==> src/sv/yab_pkg.sv <==
`timescale 1ns / 1ps
`default_nettype none
// ----------------------------------------------------------------------------
// yab_pkg
// shared types, coefficients and helpers of the yuv alpha blend pixel block
// ----------------------------------------------------------------------------
package yab_pkg;

    localparam int CfgIndexW = 1;
    localparam int CfgDataW  = 9;

    localparam logic [CfgIndexW-1:0] CFG_BLEND_WEIGHT = 1'd0;
    localparam logic [CfgIndexW-1:0] CFG_BLEND_MODE   = 1'd1;

    localparam logic MODE_FADE    = 1'b0;
    localparam logic MODE_OVERLAY = 1'b1;

    localparam logic [8:0] WEIGHT_RESET = 9'd128;
    localparam logic [8:0] WEIGHT_MAX   = 9'd256;

    // q16 coefficients, yuv to rgb
    localparam logic [15:0] K_RV = 16'd9175;
    localparam logic [15:0] K_GU = 16'd25821;
    localparam logic [15:0] K_GV = 16'd5308;
    localparam logic [15:0] K_BU = 16'd2097;
    // q16 coefficients, rgb to yuv
    localparam logic [15:0] K_YR = 16'd19595;
    localparam logic [15:0] K_YG = 16'd5701;
    localparam logic [15:0] K_YB = 16'd7471;
    localparam logic [15:0] K_UR = 16'd9633;
    localparam logic [15:0] K_UG = 16'd18939;
    localparam logic [15:0] K_UB = 16'd28573;
    localparam logic [15:0] K_VR = 16'd7536;
    localparam logic [15:0] K_VG = 16'd983;
    localparam logic [15:0] K_VB = 16'd6553;

    typedef struct packed {
        logic signed [11:0] r;
        logic signed [11:0] g;
        logic signed [11:0] b;
    } t_rgb;

    // floor(x * k / 65536)
    function automatic logic signed [12:0] hi16(input logic signed [11:0] x,
                                                input logic [15:0] k);
        logic signed [28:0] p;
        p = 29'(x) * 29'($signed({1'b0, k}));
        return p[28:16];
    endfunction

    function automatic logic [7:0] sat8(input logic signed [13:0] v);
        logic [7:0] res;
        if (v < 14'sd0) begin
            res = 8'd0;
        end else if (v > 14'sd255) begin
            res = 8'd255;
        end else begin
            res = v[7:0];
        end
        return res;
    endfunction

endpackage
`default_nettype wire

==> src/sv/yab_rgb_conv.sv <==
`timescale 1ns / 1ps
`default_nettype none
// ----------------------------------------------------------------------------
// yab_rgb_conv
// yuv sample triple to rgb with q16 high-half products, full width result
// ----------------------------------------------------------------------------
module yab_rgb_conv (
    input  var logic [7:0]    i_luma,
    input  var logic [7:0]    i_cb,
    input  var logic [7:0]    i_cr,
    output yab_pkg::t_rgb     o_rgb
);

    logic signed [12:0] y13;
    logic signed [12:0] u13;
    logic signed [12:0] v13;
    logic signed [12:0] r13;
    logic signed [12:0] g13;
    logic signed [12:0] b13;

    always_comb begin
        y13 = {5'd0, i_luma};
        u13 = {5'd0, i_cb} - 13'sd128;
        v13 = {5'd0, i_cr} - 13'sd128;
        r13 = y13 + v13 + yab_pkg::hi16(v13[11:0], yab_pkg::K_RV);
        g13 = y13 - yab_pkg::hi16(u13[11:0], yab_pkg::K_GU) - (v13 >>> 1)
              - yab_pkg::hi16(v13[11:0], yab_pkg::K_GV);
        b13 = y13 + (u13 <<< 1) + yab_pkg::hi16(u13[11:0], yab_pkg::K_BU);
        o_rgb.r = r13[11:0];
        o_rgb.g = g13[11:0];
        o_rgb.b = b13[11:0];
    end

endmodule
`default_nettype wire

==> src/sv/yuv_alpha_blend_pixel_top.sv <==
`timescale 1ns / 1ps
`default_nettype none
// ----------------------------------------------------------------------------
// yuv_alpha_blend_pixel_top
// alpha blend of two yuv 4:2:0 pixels through rgb, when not stalled one pixel per clock
// ----------------------------------------------------------------------------
// usage
//   input channel: i_valid / o_stall, one beat carries the luma and the chroma
//   of both images for one pixel plus the chroma site flag.
//   output channel: o_valid / i_stall, one beat carries the blended luma,
//   chroma and the chroma valid flag; chroma reads zero off chroma sites.
//   config: i_cfg_wr_en with i_cfg_index and i_cfg_wdata, index 0 is the
//   blend weight (values above 256 act as 256), index 1 the blend mode
//   (0 fade, 1 overlay). write only while the pipeline is empty.
//   throughput: one beat per clock while the output is not stalled;
//   three register stages (yuv to rgb, weighted blend, rgb to yuv with
//   saturation) each hold one pixel.
//   reset: synchronous, clears the pipeline valid bits, weight goes to 128
//   and mode to fade.
//   stall: a stalled output holds its beat; the stall backs up stage by
//   stage, empty stages still fill, and o_stall rises only when all three
//   stages are full and the output is stalled.
// ----------------------------------------------------------------------------
module yuv_alpha_blend_pixel_top (
    input  var logic                             i_clk,
    input  var logic                             i_rst_n,
    input  var logic                             i_cfg_wr_en,
    input  var logic [yab_pkg::CfgIndexW-1:0]    i_cfg_index,
    input  var logic [yab_pkg::CfgDataW-1:0]     i_cfg_wdata,
    input  var logic                             i_valid,
    output var logic                             o_stall,
    input  var logic [7:0]                       i_luma_first,
    input  var logic [7:0]                       i_cb_first,
    input  var logic [7:0]                       i_cr_first,
    input  var logic [7:0]                       i_luma_second,
    input  var logic [7:0]                       i_cb_second,
    input  var logic [7:0]                       i_cr_second,
    input  var logic                             i_chroma_site,
    output var logic                             o_valid,
    input  var logic                             i_stall,
    output var logic [7:0]                       o_luma_out,
    output var logic [7:0]                       o_cb_out,
    output var logic [7:0]                       o_cr_out,
    output var logic                             o_chroma_valid
);

    function automatic logic signed [11:0] blend_ch(input logic signed [11:0] c1,
                                                    input logic signed [11:0] c2,
                                                    input logic [8:0] a,
                                                    input logic mode);
        logic signed [9:0]  a1;
        logic signed [9:0]  a2;
        logic signed [19:0] p1;
        logic signed [19:0] p2;
        logic signed [19:0] sum;
        a1  = {1'b0, a};
        a2  = {1'b0, yab_pkg::WEIGHT_MAX - a};
        p1  = 20'(a1) * 20'(c1);
        p2  = 20'(a2) * 20'(c2);
        sum = (mode == yab_pkg::MODE_OVERLAY) ? (p1 + p2) : p1;
        return sum[19:8];
    endfunction

    // config registers
    logic [8:0] r_weight;
    logic       r_mode;

    always_ff @(posedge i_clk) begin
        if (!i_rst_n) begin
            r_weight <= yab_pkg::WEIGHT_RESET;
            r_mode   <= yab_pkg::MODE_FADE;
        end else if (i_cfg_wr_en) begin
            unique case (i_cfg_index)
                yab_pkg::CFG_BLEND_WEIGHT: r_weight <= i_cfg_wdata;
                yab_pkg::CFG_BLEND_MODE:   r_mode   <= i_cfg_wdata[0];
                default: ;
            endcase
        end
    end

    // stage flow control
    logic r_v1;
    logic r_v2;
    logic r_v3;
    logic ready1;
    logic ready2;
    logic ready3;

    assign ready3  = !r_v3 || !i_stall;
    assign ready2  = !r_v2 || ready3;
    assign ready1  = !r_v1 || ready2;
    assign o_stall = !ready1;

    always_ff @(posedge i_clk) begin
        if (!i_rst_n) begin
            r_v1 <= 1'b0;
            r_v2 <= 1'b0;
            r_v3 <= 1'b0;
        end else begin
            if (ready1) begin
                r_v1 <= i_valid;
            end
            if (ready2) begin
                r_v2 <= r_v1;
            end
            if (ready3) begin
                r_v3 <= r_v2;
            end
        end
    end

    // stage 1: yuv to rgb for both images
    yab_pkg::t_rgb rgb_first;
    yab_pkg::t_rgb rgb_second;
    yab_pkg::t_rgb r_rgb1;
    yab_pkg::t_rgb r_rgb2;
    logic          r_site1;

    yab_rgb_conv u_conv_first (
        .i_luma (i_luma_first),
        .i_cb   (i_cb_first),
        .i_cr   (i_cr_first),
        .o_rgb  (rgb_first)
    );

    yab_rgb_conv u_conv_second (
        .i_luma (i_luma_second),
        .i_cb   (i_cb_second),
        .i_cr   (i_cr_second),
        .o_rgb  (rgb_second)
    );

    always_ff @(posedge i_clk) begin
        if (ready1) begin
            r_rgb1  <= rgb_first;
            r_rgb2  <= rgb_second;
            r_site1 <= i_chroma_site;
        end
    end

    // stage 2: weighted blend
    logic [8:0]    alpha;
    yab_pkg::t_rgb n_mix;
    yab_pkg::t_rgb r_mix;
    logic          r_site2;

    always_comb begin
        alpha   = (r_weight > yab_pkg::WEIGHT_MAX) ? yab_pkg::WEIGHT_MAX : r_weight;
        n_mix.r = blend_ch(r_rgb1.r, r_rgb2.r, alpha, r_mode);
        n_mix.g = blend_ch(r_rgb1.g, r_rgb2.g, alpha, r_mode);
        n_mix.b = blend_ch(r_rgb1.b, r_rgb2.b, alpha, r_mode);
    end

    always_ff @(posedge i_clk) begin
        if (ready2) begin
            r_mix   <= n_mix;
            r_site2 <= r_site1;
        end
    end

    // stage 3: rgb to yuv, saturate
    logic signed [13:0] g_half;
    logic signed [13:0] r_half;
    logic signed [13:0] y_sum;
    logic signed [13:0] u_sum;
    logic signed [13:0] v_sum;
    logic [7:0]         n_luma;
    logic [7:0]         n_cb;
    logic [7:0]         n_cr;
    logic [7:0]         r_luma;
    logic [7:0]         r_cb;
    logic [7:0]         r_cr;
    logic               r_site3;

    always_comb begin
        g_half = 14'(r_mix.g) >>> 1;
        r_half = 14'(r_mix.r) >>> 1;
        y_sum  = 14'(yab_pkg::hi16(r_mix.r, yab_pkg::K_YR))
                 + 14'(yab_pkg::hi16(r_mix.g, yab_pkg::K_YG)) + g_half
                 + 14'(yab_pkg::hi16(r_mix.b, yab_pkg::K_YB));
        u_sum  = 14'(yab_pkg::hi16(r_mix.b, yab_pkg::K_UB))
                 - 14'(yab_pkg::hi16(r_mix.g, yab_pkg::K_UG))
                 - 14'(yab_pkg::hi16(r_mix.r, yab_pkg::K_UR)) + 14'sd128;
        v_sum  = 14'(yab_pkg::hi16(r_mix.r, yab_pkg::K_VR)) + r_half
                 - (14'(yab_pkg::hi16(r_mix.g, yab_pkg::K_VG)) + g_half)
                 - 14'(yab_pkg::hi16(r_mix.b, yab_pkg::K_VB)) + 14'sd128;
        n_luma = yab_pkg::sat8(y_sum);
        n_cb   = r_site2 ? yab_pkg::sat8(u_sum) : 8'd0;
        n_cr   = r_site2 ? yab_pkg::sat8(v_sum) : 8'd0;
    end

    always_ff @(posedge i_clk) begin
        if (ready3) begin
            r_luma  <= n_luma;
            r_cb    <= n_cb;
            r_cr    <= n_cr;
            r_site3 <= r_site2;
        end
    end

    assign o_valid        = r_v3;
    assign o_luma_out     = r_luma;
    assign o_cb_out       = r_cb;
    assign o_cr_out       = r_cr;
    assign o_chroma_valid = r_site3;

    // checks
    a_stall_full: assert property (@(posedge i_clk) disable iff (!i_rst_n)
        o_stall |-> (r_v1 && r_v2 && r_v3 && i_stall))
        else $error("input stalled while a stage is free");

    a_mid_hold: assert property (@(posedge i_clk) disable iff (!i_rst_n)
        (r_v2 && !ready3) |=> (r_v2 && $stable(r_mix) && $stable(r_site2)))
        else $error("blend stage lost a held pixel");

    a_chroma_zero: assert property (@(posedge i_clk) disable iff (!i_rst_n)
        (o_valid && !o_chroma_valid) |-> (o_cb_out == 8'd0 && o_cr_out == 8'd0))
        else $error("chroma not zero off a chroma site");

    a_reset_empty: assert property (@(posedge i_clk)
        !i_rst_n |=> (!r_v1 && !r_v2 && !r_v3))
        else $error("pipeline not empty after reset");

endmodule
`default_nettype wire

==> config.mk <==
export PLATFORM = sky130hd
export DESIGN_NAME = yuv_alpha_blend_pixel_top
export DESIGN_NICKNAME = d
export VERILOG_FILES = /design/src/sv/yab_pkg.sv /design/src/sv/yab_rgb_conv.sv /design/src/sv/yuv_alpha_blend_pixel_top.sv
export SDC_FILE = /design/constraint.sdc
export NUM_CORES = 2
export LEC_CHECK = 0
export BUFFER_PORTS_ARGS = -buffer_cell sky130_fd_sc_hd__buf_4
export CAP_MARGIN = 20
export CELL_PAD_IN_SITES_DETAIL_PLACEMENT = 0
export CELL_PAD_IN_SITES_GLOBAL_PLACEMENT = 1
export CORE_MARGIN = 3
export CORE_UTILIZATION = 58
export CTS_CLUSTER_DIAMETER = 30
export DETAILED_ROUTE_END_ITERATION = 10
export GPL_ROUTABILITY_DRIVEN = 0
export PLACE_DENSITY = 0.95
export REMOVE_ABC_BUFFERS = 1
export SETUP_SLACK_MARGIN = 0.3
export SYNTH_ARGS = -nofsm -noshare
export SYNTH_HDL_FRONTEND = slang
export SYNTH_SLANG_ARGS = --single-unit
==> constraint.sdc <==
create_clock -name i_clk -period 12.97 [get_ports i_clk]
set_input_delay 1.297 -clock i_clk [delete_from_list [all_inputs] [get_ports i_clk]]
set_output_delay 1.297 -clock i_clk [all_outputs]
set_load 0.01 [all_outputs]
==> reports/results.ini <==
[run_status]
status=finished clean

[setup_path]
end_kind=flop
cp_max_fo=46
r2r_end=g_half[9]
crit_path_frequent_cell=fa_1
setup.worst_path.start_class=flop
worst_r2r_path_depth=31
rrSetupSlack_ns=2.74
arrival_ns=10.48
required_ns=13.22
r2r_start=r_weight[8]
cp_slowest_stage_delay_ns=0.92
cp_slowest_cell=nor2b_2
worstSetupPathType=reg2reg

[cts]
cts_setup_buffers=0
cts_max_level=4
cts_resized=0
clk_latency_ns=0.54
cts_sinks=148
tritoncts=built
cts_buffer_depth=2
clockRootBuffer=clkbuf_16
path_clk_slew_ns=0.07
numCtsBuffers=17
postCtsHoldBufs=0

[die]
core_area_sq_mm=0.122
dieHeight_microns=357
die-area_sq_mm=0.128
rows=128
boundaryPins=91
die_w_microns=357
initial_core_util_pct=58.6

[place]
hpwl_mm=141
portBuffers=90

[final_layout]
fin_nets=10400
n_fill_cell=10100
syn_to_final_growth_pct=4.42
layout-drive-gt1-share_pct=2.91

[routing]
ant_nets=0
totalWireLength_mm=165
viasPerCell=5.44
firstDrtPassIters=7
vias=49700
drt_iter0_drc=2537
remaining_drc_errors=0
avgRoutedWirePerCell_microns=18.0

[yosys]
synthTopCellsByArea=fa_1, ha_1, inv_1
ys_seq_elements=148
synth-compound-area-share_pct=6.74
synthMuxAreaShare_pct=0.457
synthAdderAreaFrac_pct=62.1
synth_area_sq_mm=0.0715
synth.avg_cell_area_sq_um=9.57
synth_edf_count=135
ys_seq_area_share_pct=6.03
synth-async-reset-ratio_pct=0
synth_ff_type=edfxtp_1
post-synth-top-area-fraction_pct=35.3
synth_xor_area_share_pct=4.43
synth_cells=7474
synth_top_family_by_area=adder cells
synth.distinct_cells=81
synth_warnings=0
synth_top_area_cell=fa_1
synth-simple-area-share_pct=9.21

[global_routing]
grt_max_degree=67
antenna_found_initial=7
grt_pass1_vias=54700
grt_pass1_wl_mm=277
overflow=0
grt_usage_pct=27.2

[min_path]
hp-start=r_site1
min_path_type=reg2reg
hold-path-cell-count=0
hold_path_end=r_site2

[sta]
fin_crit_sh_pct=78.9
fin_skew_ns=0.0228
post-route-min-period_ns=10.23
fmax_mhz=97.7
setup_tns_ns=0
finalMaxSlewViolations=0
rsz0062_at_grt=no
hold-worst-slack_ns=0.462
finalHoldViolations=0
worst_pin_slew_ns=1.12
setup_viol=0
relSlewSlack_pct=25.2

[run]
cap_viol_max_count=0

[critical path, delay by kind of cell, from the launching register on]
| family | cells | cell delay (ns) |
|---|---|---|
| adders and majority gates | 10 | 4.52 |
| AOI/OAI and AO/OA | 5 | 1.53 |
| and+or+nand+nor | 7 | 2.04 |
| muxes | 1 | 0.10 |
| xor gates and xnor gates | 2 | 0.55 |
| DFF | 1 | 0.30 |
| buffers and inverters | 6 | 0.90 |
[area by class of cell]
cell class / instances / area, sq um / area share (%)
clock inverter: 15 / 121 / 0.163
tap: 1625 / 2030 / 2.72
inverter: 1993 / 7480 / 10.0
multi-input combinational: 5226 / 59400 / 79.5
timing repair buffer: 118 / 886 / 1.19
clock buffer: 17 / 425 / 0.570
antenna: 3 / 7.51 / 0.0101
sequential: 148 / 4320 / 5.78
[stage by stage]
| stage | area [sq um] | utilization (%) | std cells | setup slack (ns) |
|---|---|---|---|---|
| 5_1_grt | 74700 | 61.2 | 9143 | 2.26 |
| 6_report | 74700 | 61.2 | 9145 | 2.74 |
| 2_1_floorplan | 71100 | - | 7367 | 3.41 |
| 3_5_place_dp | 74100 | 60.7 | 9110 | 2.88 |
| 4_1_cts | 74600 | 61.2 | 9142 | 2.83 |
| 3_3_place_gp | 74100 | 60.7 | 9110 | 3.05 |
[flip-flops by register name, indices dropped and copies added (netlist names)]
name,count
g_half,11
o_cb_out,8
o_chroma_valid,1
o_cr_out,8
o_luma_out,8
o_valid,1
r_half,11
r_mix,14
r_mode,1
r_rgb1,36
r_rgb2,36
r_site1,1
r_site2,1
r_v1,1
r_v2,1
r_weight,9
[Yosys cell counts, types with 9 or more instances]
library cell  number
inv_1           1991
ha_1            1531
fa_1            1261
nand2_1          445
and2_1           325
xnor2_1          235
a21oi_1          202
nor2_1           185
o21ai_0          136
edfxtp_1         135
xor2_1           121
clkbuf_1          77
nor2b_1           73
a21o_1            72
o21a_1            65
nor3_1            63
o21bai_1          52
nand3_1           51
or3_1             33
nand2b_1          30
buf_1             29
mux2i_1           27
or2_2             25
a31oi_1           24
and3_1            24
a211oi_1          21
a2111oi_0         20
a211o_1           19
a21boi_0          18
nand4_1           16
o2111ai_1         16
dfxtp_1           13
nor4_1            13
o31ai_1           13
o211ai_1           9
[cells in the final DEF (no fill, tap or decap), types with 65 or more instances in the layout]
cell type,count
o21a_1,65
fa_1,1261
nor2b_1,66
a21o_1,72
nand2_1,444
nor2_1,185
xnor2_1,231
and2_1,325
edfxtp_1,135
xor2_1,119
a21oi_1,201
buf_4,118
ha_1,1530
inv_1,1991
o21ai_0,136
[per-layer routing]
layer	GRT usage (%)	part of all wire (%)	routed length [microns]
met4	9.06	3.3	5490
met3	3.48	4.9	8030
met2	47.7	50	81500
met1	34.9	42	69500
met5	0	0.010	17
[logic make-up after synthesis]
kind of cell | after synthesis
AO/OA/AOI/OAI | 729
AND/OR/NAND/NOR | 1315
multiplexers | 32
flip-flops | 148
XOR/XNOR | 358
adder cells (fa/ha/maj) | 2792
buffers and inverters | 2100
[worst max path at each step]
| stage | startpoint | endpoint | slack [ns] | cells after the start |
|---|---|---|---|---|
| 6_report | r_weight[8] | g_half[9] | 2.74 | 31 |
| 5_1_grt | r_mix[9] | o_cr_out[5] | 2.26 | 32 |
| 4_1_cts | r_weight[8] | g_half[9] | 2.83 | 31 |
| 3_5_place_dp | r_weight[8] | g_half[9] | 2.88 | 31 |
| 3_3_place_gp | r_weight[8] | g_half[9] | 3.05 | 31 |
| 2_1_floorplan | r_weight[8] | r_half[10] | 3.41 | 30 |
Power is not shown: default switching activity piles up to over one toggle a cycle in this logic, so the estimate is an artifact.
